--- src/sv/slrr_pkg.sv ---
`default_nettype none
package slrr_pkg;

  localparam int RAW_W = 31;
  localparam int DATA_W = 32;
  localparam int MUL_W = 15;
  localparam int PROD_W = RAW_W + MUL_W;

  localparam int TABLE_DEPTH_DEF = 32;
  localparam int WARMUP_EXTRA = 8;

  localparam logic [MUL_W-1:0] LCG_MUL = 15'd16807;
  localparam logic [DATA_W-1:0] LCG_MOD = 32'd2147483647;

  // table index is last output / (2^26 + 1)
  localparam int IDX_SHIFT = 26;
  localparam int IDX_Q_W = RAW_W - IDX_SHIFT;

  function automatic logic [IDX_Q_W-1:0] table_index(input logic [RAW_W-1:0] v);
    logic [IDX_Q_W-1:0] q0;
    logic [RAW_W-1:0] back;
    q0 = v[RAW_W-1:IDX_SHIFT];
    back = {q0, {IDX_SHIFT{1'b0}}} + {{IDX_SHIFT{1'b0}}, q0};
    if (back > v) begin
      q0 = q0 - 1'b1;
    end
    return q0;
  endfunction

endpackage
`default_nettype wire

--- src/sv/slrr_mulmod.sv ---
`default_nettype none
// 16807 * x mod (2^31 - 1): registered product, then end-around fold
module slrr_mulmod (
  input  wire                        clk,
  input  wire                        en,
  input  wire  [slrr_pkg::RAW_W-1:0] x,
  output logic [slrr_pkg::RAW_W-1:0] y
);

  logic [slrr_pkg::PROD_W-1:0] prod_r;
  logic [slrr_pkg::DATA_W-1:0] sum;
  logic [slrr_pkg::DATA_W-1:0] red;

  always_ff @(posedge clk) begin
    if (en) begin
      prod_r <= x * slrr_pkg::LCG_MUL;
    end
  end

  // 2^31 is congruent to 1, so high part folds onto low part
  always_comb begin
    sum = {1'b0, prod_r[slrr_pkg::RAW_W-1:0]}
        + {{(slrr_pkg::DATA_W - slrr_pkg::MUL_W){1'b0}},
           prod_r[slrr_pkg::PROD_W-1:slrr_pkg::RAW_W]};
    if (sum >= slrr_pkg::LCG_MOD) begin
      red = sum - slrr_pkg::LCG_MOD;
    end else begin
      red = sum;
    end
    y = red[slrr_pkg::RAW_W-1:0];
  end

endmodule
`default_nettype wire

--- src/sv/slrr_divider.sv ---
`default_nettype none
// restoring remainder, one dividend bit per cycle
module slrr_divider (
  input  wire                         clk,
  input  wire                         rst_n,
  input  wire                         start,
  input  wire  [slrr_pkg::RAW_W-1:0]  dividend,
  input  wire  [slrr_pkg::DATA_W-1:0] divisor,
  output logic                        done,
  output logic [slrr_pkg::DATA_W-1:0] remainder
);

  localparam int CNT_W = $clog2(slrr_pkg::RAW_W + 1);

  logic                        busy_r;
  logic                        done_r;
  logic [CNT_W-1:0]            cnt_r;
  logic [slrr_pkg::RAW_W-1:0]  dvd_r;
  logic [slrr_pkg::DATA_W-1:0] dvs_r;
  logic [slrr_pkg::DATA_W-1:0] rem_r;
  logic [slrr_pkg::DATA_W-1:0] trial;
  logic [slrr_pkg::DATA_W-1:0] rem_nxt;

  always_comb begin
    trial = {rem_r[slrr_pkg::DATA_W-2:0], dvd_r[slrr_pkg::RAW_W-1]};
    if (trial >= dvs_r) begin
      rem_nxt = trial - dvs_r;
    end else begin
      rem_nxt = trial;
    end
  end

  always_ff @(posedge clk) begin
    if (!rst_n) begin
      busy_r <= 1'b0;
      done_r <= 1'b0;
      cnt_r  <= '0;
    end else begin
      done_r <= 1'b0;
      if (start) begin
        busy_r <= 1'b1;
        cnt_r  <= CNT_W'(slrr_pkg::RAW_W);
        dvd_r  <= dividend;
        dvs_r  <= divisor;
        rem_r  <= '0;
      end else if (busy_r) begin
        rem_r <= rem_nxt;
        dvd_r <= {dvd_r[slrr_pkg::RAW_W-2:0], 1'b0};
        cnt_r <= cnt_r - 1'b1;
        if (cnt_r == CNT_W'(1)) begin
          busy_r <= 1'b0;
          done_r <= 1'b1;
        end
      end
    end
  end

  assign done = done_r;
  assign remainder = rem_r;

endmodule
`default_nettype wire

--- src/sv/shuffled_lehmer_range_rng.sv ---
`default_nettype none
// a valid range passes S_DFOLD, S_DIV and S_FIN before the output register loads; a bad range goes to S_FIN
// one item in work at a time, paced by the 31-step serial remainder unit; no new item until S_FIN loads the output
// warm-up: 40 generator steps (TABLE_DEPTH + 8), each a multiply and a fold state through the shared multiplier
// reset (rst_n low, synchronous) loads seed 1 and starts warm-up; a seed write restarts it
// in_tready is low during warm-up and while an item is in work
module shuffled_lehmer_range_rng #(
  parameter int TABLE_DEPTH = slrr_pkg::TABLE_DEPTH_DEF
) (
  input  wire         clk,
  input  wire         rst_n,
  // seed register
  input  wire         cfg_wr_en,
  input  wire  [30:0] cfg_wr_data,
  // draw requests
  input  wire         in_tvalid,
  output logic        in_tready,
  input  wire  [63:0] in_tdata,   // range_low[31:0], range_high[63:32]
  // results
  output logic        out_tvalid,
  input  wire         out_tready,
  output logic [63:0] out_tdata,  // drawn_value[31:0], raw_value[62:32], zero[63]
  output logic [0:0]  out_tuser   // range_error[0]
);

  localparam int IDX_W = $clog2(TABLE_DEPTH);
  localparam int WARMUP_STEPS = TABLE_DEPTH + slrr_pkg::WARMUP_EXTRA;
  localparam int WCNT_W = $clog2(WARMUP_STEPS);
  localparam int RW = slrr_pkg::RAW_W;
  localparam int DW = slrr_pkg::DATA_W;

  typedef enum logic [2:0] {
    S_WMUL,   // warm-up: multiply
    S_WFOLD,  // warm-up: fold and fill table
    S_IDLE,
    S_DFOLD,  // draw: new generator value, table swap
    S_DIV,    // draw: remainder by span
    S_FIN     // draw: load output register
  } state_t;

  state_t            state_r;
  logic [WCNT_W-1:0] wcnt_r;
  logic [RW-1:0]     lehmer_r;
  logic [RW-1:0]     last_out_r;
  logic [IDX_W-1:0]  idx_r;
  logic [DW-1:0]     lo_r;
  logic [DW-1:0]     span_r;
  logic              err_r;
  logic              out_valid_r;
  logic [63:0]       out_data_r;
  logic              out_err_r;

  // shuffle table
  logic [RW-1:0]     table_mem [TABLE_DEPTH];
  logic [RW-1:0]     rd_data_r;
  logic [IDX_W-1:0]  rd_idx;
  logic              wr_en;
  logic [IDX_W-1:0]  wr_idx;

  logic              in_acc;
  logic signed [DW:0] diff;
  logic              bad_range;
  logic              mul_en;
  logic [RW-1:0]     mul_y;
  logic              div_start;
  logic              div_done;
  logic [DW-1:0]     div_rem;
  logic              out_free;
  logic              out_load;

  assign in_tready = (state_r == S_IDLE);
  assign in_acc    = in_tvalid && in_tready;

  // span - 1 with a sign bit; bad if negative or at least 2^31
  assign diff = $signed({in_tdata[63], in_tdata[63:32]})
              - $signed({in_tdata[31], in_tdata[31:0]});
  assign bad_range = diff[DW] | diff[DW-1];

  assign mul_en    = (state_r == S_WMUL) || (in_acc && !bad_range);
  assign div_start = (state_r == S_DFOLD);
  assign out_free  = !out_valid_r || out_tready;
  // output register takes a new item this cycle
  assign out_load  = (state_r == S_FIN) && out_free && !cfg_wr_en;

  // index from the previous output picks the entry that goes out
  assign rd_idx = IDX_W'(slrr_pkg::table_index(last_out_r));

  // warm-up fills the table from the top down; a draw refills the used entry
  always_comb begin
    wr_en  = 1'b0;
    wr_idx = idx_r;
    if (state_r == S_WFOLD) begin
      wr_en  = (wcnt_r < WCNT_W'(TABLE_DEPTH));
      wr_idx = wcnt_r[IDX_W-1:0];
    end else if (state_r == S_DFOLD) begin
      wr_en  = 1'b1;
    end
  end

  always_ff @(posedge clk) begin
    if (wr_en) begin
      table_mem[wr_idx] <= mul_y;
    end
    rd_data_r <= table_mem[rd_idx];
  end

  slrr_mulmod u_mulmod (
    .clk (clk),
    .en  (mul_en),
    .x   (lehmer_r),
    .y   (mul_y)
  );

  slrr_divider u_divider (
    .clk       (clk),
    .rst_n     (rst_n),
    .start     (div_start),
    .dividend  (rd_data_r),
    .divisor   (span_r),
    .done      (div_done),
    .remainder (div_rem)
  );

  always_ff @(posedge clk) begin
    if (!rst_n) begin
      state_r     <= S_WMUL;
      wcnt_r      <= WCNT_W'(WARMUP_STEPS - 1);
      lehmer_r    <= RW'(1);
      last_out_r  <= '0;
      idx_r       <= '0;
      err_r       <= 1'b0;
      out_valid_r <= 1'b0;
      out_err_r   <= 1'b0;
    end else begin
      if (out_valid_r && out_tready && !out_load) begin
        out_valid_r <= 1'b0;
      end
      if (cfg_wr_en) begin
        // zero seed acts as one
        state_r  <= S_WMUL;
        wcnt_r   <= WCNT_W'(WARMUP_STEPS - 1);
        lehmer_r <= (cfg_wr_data == '0) ? RW'(1) : cfg_wr_data;
      end else begin
        unique case (state_r)
          S_WMUL: begin
            state_r <= S_WFOLD;
          end
          S_WFOLD: begin
            lehmer_r <= mul_y;
            if (wcnt_r == '0) begin
              last_out_r <= mul_y;
              state_r    <= S_IDLE;
            end else begin
              wcnt_r  <= wcnt_r - 1'b1;
              state_r <= S_WMUL;
            end
          end
          S_IDLE: begin
            if (in_acc) begin
              lo_r   <= in_tdata[31:0];
              span_r <= diff[DW-1:0] + DW'(1);
              idx_r  <= rd_idx;
              err_r  <= bad_range;
              // bad range leaves generator and table untouched
              state_r <= bad_range ? S_FIN : S_DFOLD;
            end
          end
          S_DFOLD: begin
            lehmer_r   <= mul_y;
            last_out_r <= rd_data_r;
            state_r    <= S_DIV;
          end
          S_DIV: begin
            if (div_done) begin
              state_r <= S_FIN;
            end
          end
          S_FIN: begin
            if (out_free) begin
              out_valid_r <= 1'b1;
              out_err_r   <= err_r;
              if (err_r) begin
                out_data_r <= '0;
              end else begin
                out_data_r <= {1'b0, last_out_r, lo_r + div_rem};
              end
              state_r <= S_IDLE;
            end
          end
          default: begin
            state_r <= S_IDLE;
          end
        endcase
      end
    end
  end

  assign out_tvalid = out_valid_r;
  assign out_tdata  = out_data_r;
  assign out_tuser  = out_err_r;

endmodule
`default_nettype wire
--- config.mk ---
export PLATFORM = sky130hd
export DESIGN_NAME = shuffled_lehmer_range_rng
export DESIGN_NICKNAME = d
export VERILOG_FILES = /design/src/sv/slrr_pkg.sv /design/src/sv/slrr_mulmod.sv /design/src/sv/slrr_divider.sv /design/src/sv/shuffled_lehmer_range_rng.sv
export SDC_FILE = /design/constraint.sdc
export NUM_CORES = 2
export LEC_CHECK = 0
export ABC_AREA = 1
export BUFFER_PORTS_ARGS = -buffer_cell sky130_fd_sc_hd__buf_2
export CAP_MARGIN = 25
export CORE_MARGIN = 5
export CORE_UTILIZATION = 30
export CTS_BUF_LIST = sky130_fd_sc_hd__clkbuf_8
export CTS_CLUSTER_DIAMETER = 120
export CTS_CLUSTER_SIZE = 20
export DETAILED_ROUTE_END_ITERATION = 10
export PLACE_DENSITY = 0.5
export SLEW_MARGIN = 10
export SYNTH_ARGS = -nofsm -noshare
export SYNTH_HDL_FRONTEND = slang
export SYNTH_SLANG_ARGS = --single-unit
--- constraint.sdc ---
create_clock -name clk -period 11.2 [get_ports clk]
set_input_delay 0.56 -clock clk [delete_from_list [all_inputs] [get_ports clk]]
set_output_delay 0.56 -clock clk [all_outputs]
set_load 0.05 [all_outputs]
After elaboration in Yosys (flattened, before gate mapping)
Memories as Yosys holds them, arrays and structs flattened. A register that Yosys moved wholly into a read port is not among the register bits.
Index checks and enable logic that the tools add are counted.
W data, S select, Z words.

storage, ports and cells
  word-level logic and storage cells = 112
  register bits after elaboration = 355
  memories = 1
  input port bits = 100
  output and inout bits = 67
  RAM bits = 992

operators by class
  add/subtract/negate cells = 10
  mux-type cells = 32
  multipliers = 1
  $lt $le $gt $ge = 4
  bitwise gates (word level) = 5
  reductions and logical operators = 30
  equal/unequal tests = 10

memory list
  memory     depth  width  read ports  clocked after Yosys merged registers in  write ports  RTL line                         source
  table_mem  32     31     1           1                                        1            shuffled_lehmer_range_rng.sv:54  logic [RW-1:0] table_mem [TABLE_DEPTH];

operators by type and width
  kind                      number
  $mux W31                  7
  $mux W32                  2
  $pmux W31 S2              1
  $mul A31 B15 Y46 const B  1
  $sub A32 B32 Y33          1
  $add A31 B15 Y32          1
  $add A32 B1 Y32 const B   1
  $add A32 B32 Y32          1
  $ge A32 B31 Y1 const B    1
  $ge A32 B32 Y1            1
  $sub A32 B32 Y32          1
  $add A31 B5 Y31           1
  $gt A31 B31 Y1            1
  $logic_not A31 Y1         1
  $sub A31 B31 Y31 const B  1
  $mux W5                   4
  $pmux W3 S6               1
  $mux W1                   12
  $mux W3                   4
  $reduce_and A3 Y1         4
  $sub A5 B1 Y5 const B     2
  $reduce_and A4 Y1         2
  $eq A3 B2 Y1 const B      2
  $eq A3 B3 Y1 const B      2
  18 further kinds          37

Depth between registers and ports, before layout
  depth after elaboration = 10
  depth in mapped cells = 26
  gate-level depth less buffers = 26

By module
From an unflattened synthesis, not the netlist that was laid out.

second synthesis, totals
  cells, all modules = 8402
  area total of the unflattened synthesis = 75965.4 um^2

by module, submodules not included
  module                     area each (um^2)  cells each  times used  seq. area each (um^2)
  shuffled_lehmer_range_rng  57148.6           5905        1           35804.3
  slrr_mulmod                11895.2           1559        1           1381.3
  slrr_divider               6921.6            938         1           2992.9

Worst setup path before layout
Ideal clock, no wire load.

  path kind = input to register
  from = in in_tdata[32]
  to = reg u_mulmod.prod_r[0] in the netlist's numbering (enable)
  path buffers = 0
  stages = 15
  arrival = 5484 ps
  path slack = 5203 ps
  setup time = 513 ps
  cell sequence = inv_1 -> ha_1 -> inv_1 -> fa_1 -> nand3_1 -> nand3_1 -> a21oi_1 -> o21ai_2 -> nand3_1 -> nand2_1 -> a21oi_1 -> nand2_1 -> nand2_1 -> inv_1 -> o21ai_0

on the way
  cells in the longest elaborated chain, start to end = 5

ends and longest elaborated chain
  item                  RTL line                         source
  from (decl)           shuffled_lehmer_range_rng.sv:18  input wire [63:0] in_tdata,
  $sub A32 B32 Y33      shuffled_lehmer_range_rng.sv:76  - $signed({in_tdata[31], in_tdata[31:0]});
  $or A1 B1 Y1          shuffled_lehmer_range_rng.sv:77  assign bad_range = diff[DW] | diff[DW-1];
  $logic_not A1 Y1      shuffled_lehmer_range_rng.sv:79  assign mul_en = (state_r == S_WMUL) || (in_acc && !bad_range);
  $logic_and A1 B1 Y1   shuffled_lehmer_range_rng.sv:79
  $logic_or A1 B1 Y1    shuffled_lehmer_range_rng.sv:79
  named net mul_en      shuffled_lehmer_range_rng.sv:63  logic mul_en;
  to (signal assigned)  slrr_mulmod.sv:16                prod_r <= x * slrr_pkg::LCG_MUL;
  to (decl)             slrr_mulmod.sv:10                logic [slrr_pkg::PROD_W-1:0] prod_r;

The timed path passes the listed nets, and every way through them passes these cells.
A chain may end at the register's enable or synchronous reset.

Worst setup path after layout
  from = reg lehmer_r[24]
  to = reg u_mulmod.prod_r[41] in the netlist's numbering (data pin)

on the way
  cells in the longest elaborated chain, start to end = 1

ends and longest elaborated chain
  item                    RTL line                          source
  from (decl)             shuffled_lehmer_range_rng.sv:43   logic [RW-1:0] lehmer_r;
  from (signal assigned)  shuffled_lehmer_range_rng.sv:142  lehmer_r <= (cfg_wr_data == '0) ? RW'(1) : cfg_wr_data;
  from (signal assigned)  shuffled_lehmer_range_rng.sv:149  lehmer_r <= mul_y;
  from (signal assigned)  shuffled_lehmer_range_rng.sv:169  lehmer_r <= mul_y;
  $mul A31 B15 Y46        slrr_mulmod.sv:16

No other way between the ends.

==> reports/summary.md <==
Cells with a size suffix above 1 make up 7.39% of the layout. For the number of rows in the core area, the log shows 179. The total power divided by cell area came out at 250 nW/µm². TritonCTS built the clock tree.

The worst register-to-register path begins at lehmer_r[24]. The clock net in this run drives a total of 1377 sinks. The type of the worst setup path is reg -> reg. Maximum buffer depth of the clock tree: 3.

The worst-case IR drop observed on VDD is 334 µV. The run gives 0 as the number of pins exceeding their max-slew limit in the final report. The root buffer selected by CTS is clkbuf_8. The count of nets after finishing came out at 7762.

For the via count of the first global-routing pass, the log shows 48600. After detailed routing, the total wire length is 221 mm. The worst setup path is captured at a flop.

Based on the critical path, the design can be clocked at up to 171 MHz. By instance count, the leading cell after synthesis is edfxtp_1. The tools report the arrival time reported for the critical path endpoint as 6460 ps.

Clock-pin slew was measured on the worst setup and hold paths at 140 ps. The instance count along the most critical hold path works out to 1. The run gives 325 mm as the wire length of the first global-routing pass. Before CTS, the worst setup slack after placement is 5300 ps. The synthesized design contains 1260 enable-type register cells. A synthesized cell averages 10.0 µm². Data on the critical path is required at its endpoint by 11800 ps. The tools report the number of nets produced by synthesis as 7643. During synthesis, Yosys emitted a total of 0 warnings. The later pin in the worst-skew pair is clocked with a latency of 880 ps.

For the final database, setup skew stands at 93.2 ps. The length in cells of the worst reg-to-reg path is 23, and the total cell area at the placement stage is 76000 µm². The worst path in the final design needs a cycle of 5860 ps, including I/O delays and setup. In the synthesized netlist, the cells that appear most often are edfxtp_1, inv_1, nand2_1. Post-route cell area: 78000 µm².

The fraction of the cycle the final worst path needs is 52.3%. In this run the most critical hold path is launched from in_tdata[5]. The netlist uses 61 different library cells. The die height is 498 µm.

Once the floorplan was initialized, standard cells occupied 30.1% of the core. The routed layout has 50700 vias. The congestion estimate from routability-driven global placement came to 0.887. The run gives 0 as the total grt overflow.

The slowest stage of the critical path is the fa_1 cell. The tools report the cts-stage hold buffer count as 49. Buffers added to address setup during post-CTS repair amount to 0. Setup repair after global routing left no endpoint under its margin. In this run the static leakage power is 31.7 nW.

The final count of negative-setup-slack endpoints is 0, and the quantity of I/O buffers inserted on ports is 165. After floorplanning, the core was sized to cover 237000 µm². Relative to the synthesized area, the layout overhead comes to 9.45%. Counting every instance in the synthesized netlist gives 7097. The worst hold path terminates at lo_r[5].

The logs give 17.3% for the total routing usage reported by global routing and 56.3% for the sequential element share of the synthesized area. Measured against its own limit, the worst slew margin works out to 29.4%. The run finished with clean final reports. The number of placed I/O pins is 167. The reg-to-reg endpoint was u_mulmod.prod_r[41].

In this run the worst path has a maximum fanout of 6. The signal on the critical path passes through inv_1, fa_1, inv_1, ha_1, inv_1, fa_1, inv_1, fa_1, fa_1, inv_1, fa_1, inv_1, ha_1, nand2_1, inv_1, nand2_1, nor2_1, nand3_1, o21ai_0, a21oi_1, nor3b_1, nor2_1, xnor2_1. The final-report hold violation count is 0. The tools report the final routed DRC violation total as 0. The first detailed-routing pass took 5 iterations. The share of Yosys cell area claimed by the top area cell type was 53.1%. For the DRC violation total after the first TritonRoute iteration, the log shows 4910. The slack of the worst reg-to-reg path is 5340 ps, and the pin slew with the least headroom to its limit is 1060 ps. The family with the most delay on the worst path was adder cells. For the final routed database, the setup TNS stands at 0 ps. Setup slack on the critical path of the routed design comes to 5340 ps.

The dominant cell type by count on the critical path is inv_1. The worst setup path is launched from a flop. Using the TritonRoute via totals, the vias-per-cell ratio works out to 4.86. Post-CTS repair changed the size of 0 cells. The async set-reset flop share out of synthesis is 0%, and the number of buffers added by the clock tree synthesis step is 82.

Counting both buffers and inverters, the worst setup path holds a total of 7. In this run the horizontal extent of the chip is 498 µm. The floorplan die area is 248000 µm². Primary flip-flop cell chosen by synthesis mapping: edfxtp_1.

On the worst path, the slowest cell contributes a delay of 560 ps. Yosys attributes the largest share of cell area to edfxtp_1, inv_1, ha_1, nand2_1, o21ai_0. After legalization and detailed placement, the total HPWL measured 149 mm.

Entering global routing, the biggest net connects 214 pins. After synthesis the netlist holds a flip-flop and latch count of 1377. The path class of the lowest-slack min-delay path was in -> reg. In the final routed layout, each cell accounts on average for 21.2 µm. Max-cap violations in this run came to 0. The mapped cell area is 71300 µm². Once detail routing completed, the nets flagged for antenna violations numbered 0. In this run the number of H-tree levels came out at 3. The largest total area in the synthesized netlist belongs to edfxtp_1.

The initial antenna violation count was 10.
[how the worst max path moves through the flow]
stage	start	endpoint	slack (ps)	cells past startpoint
finish	lehmer_r[24]	u_mulmod.prod_r[41]	5340	23
global route	lehmer_r[9]	u_mulmod.prod_r[39]	4870	26
CTS	lehmer_r[24]	u_mulmod.prod_r[41]	5310	23
detailed placement	lehmer_r[25]	u_mulmod.prod_r[41]	5300	23
global placement	lehmer_r[11]	u_mulmod.prod_r[43]	5350	25
floorplan	in_tdata[32]	u_mulmod.prod_r[0]	5200	15
[state kept, by name, summed over array words and instances (netlist names)]
signal,cells
out_tdata,63
lehmer_r,31
err_r,1
wcnt_r,6
u_divider.busy_r,1
u_divider.dvd_r,31
u_divider.dvs_r,32
u_divider.done,1
u_divider.cnt_r,5
last_out_r,31
span_r,32
rd_data_r,31
state_r,3
idx_r,5
lo_r,32
table_mem,992
out_tuser,1
u_mulmod.prod_r,46
out_tvalid,1
u_divider.remainder,32
[per-stage QoR]
step                      instances  hold WS, ps  power [mW]  util, %
after floorplan                7097          400        13.8        -
after global placement        10200          401        17.3     32.0
after detailed placement      10300          405        17.3     32.1
after CTS                     10400         4.94        19.8     32.9
after global routing          10400         45.5        21.0     32.9
final                         10400          107        19.5     32.9
[per-layer routing]
metal,vias up,GRT usage (%),wire (µm)
li1,24200,-,-
met1,25000,25.5,105000
met2,1321,27.4,99300
met3,177,1.97,12000
met4,0,3.81,4390
met5,-,0,0
[placed cells by master, fill, tap and decap left out, types with 84 or more instances in the layout]
master,netlist,layout
buf_2,78,165
ha_1,309,309
nand2_1,992,990
inv_1,1227,1273
nand3_1,523,523
dfxtp_1,117,116
edfxtp_1,1260,1260
o211ai_1,126,126
nor2_1,417,369
clkbuf_8,0,84
o21ai_0,657,655
xor2_1,87,86
a21oi_1,475,474
fa_1,137,137
o21ai_1,99,99
[cell families after synthesis]
| group | Yosys count | synth area share, % |
|---|---|---|
| AO/OA/AOI/OAI | 1495 | 11.4 |
| XOR/XNOR | 135 | 1.67 |
| adder cells (fa/ha/maj) | 446 | 9.27 |
| buffers and inverters | 1513 | 8.29 |
| flip-flops | 1377 | 56.3 |
| other | 1 | 0.00526 |
| AND/OR/NAND/NOR | 2130 | 13.0 |
[power breakdown]
group,internal [mW],switching (mW)
combinational,2.80,6.88
sequential,7.23,0.229
clock,0.753,1.66
total,10.8,8.77
[area by class of cell]
class	count	area [µm²]
diodes	3	7.51
clock buffers	84	1160
clock inverters	60	365
fillers	24200	159000
inverters	1244	4680
multi-input cells	4207	25600
flip-flops and latches	1377	40200
well taps	3167	3960
repair buffers	304	2080
Power figures use the tool's default switching activity.
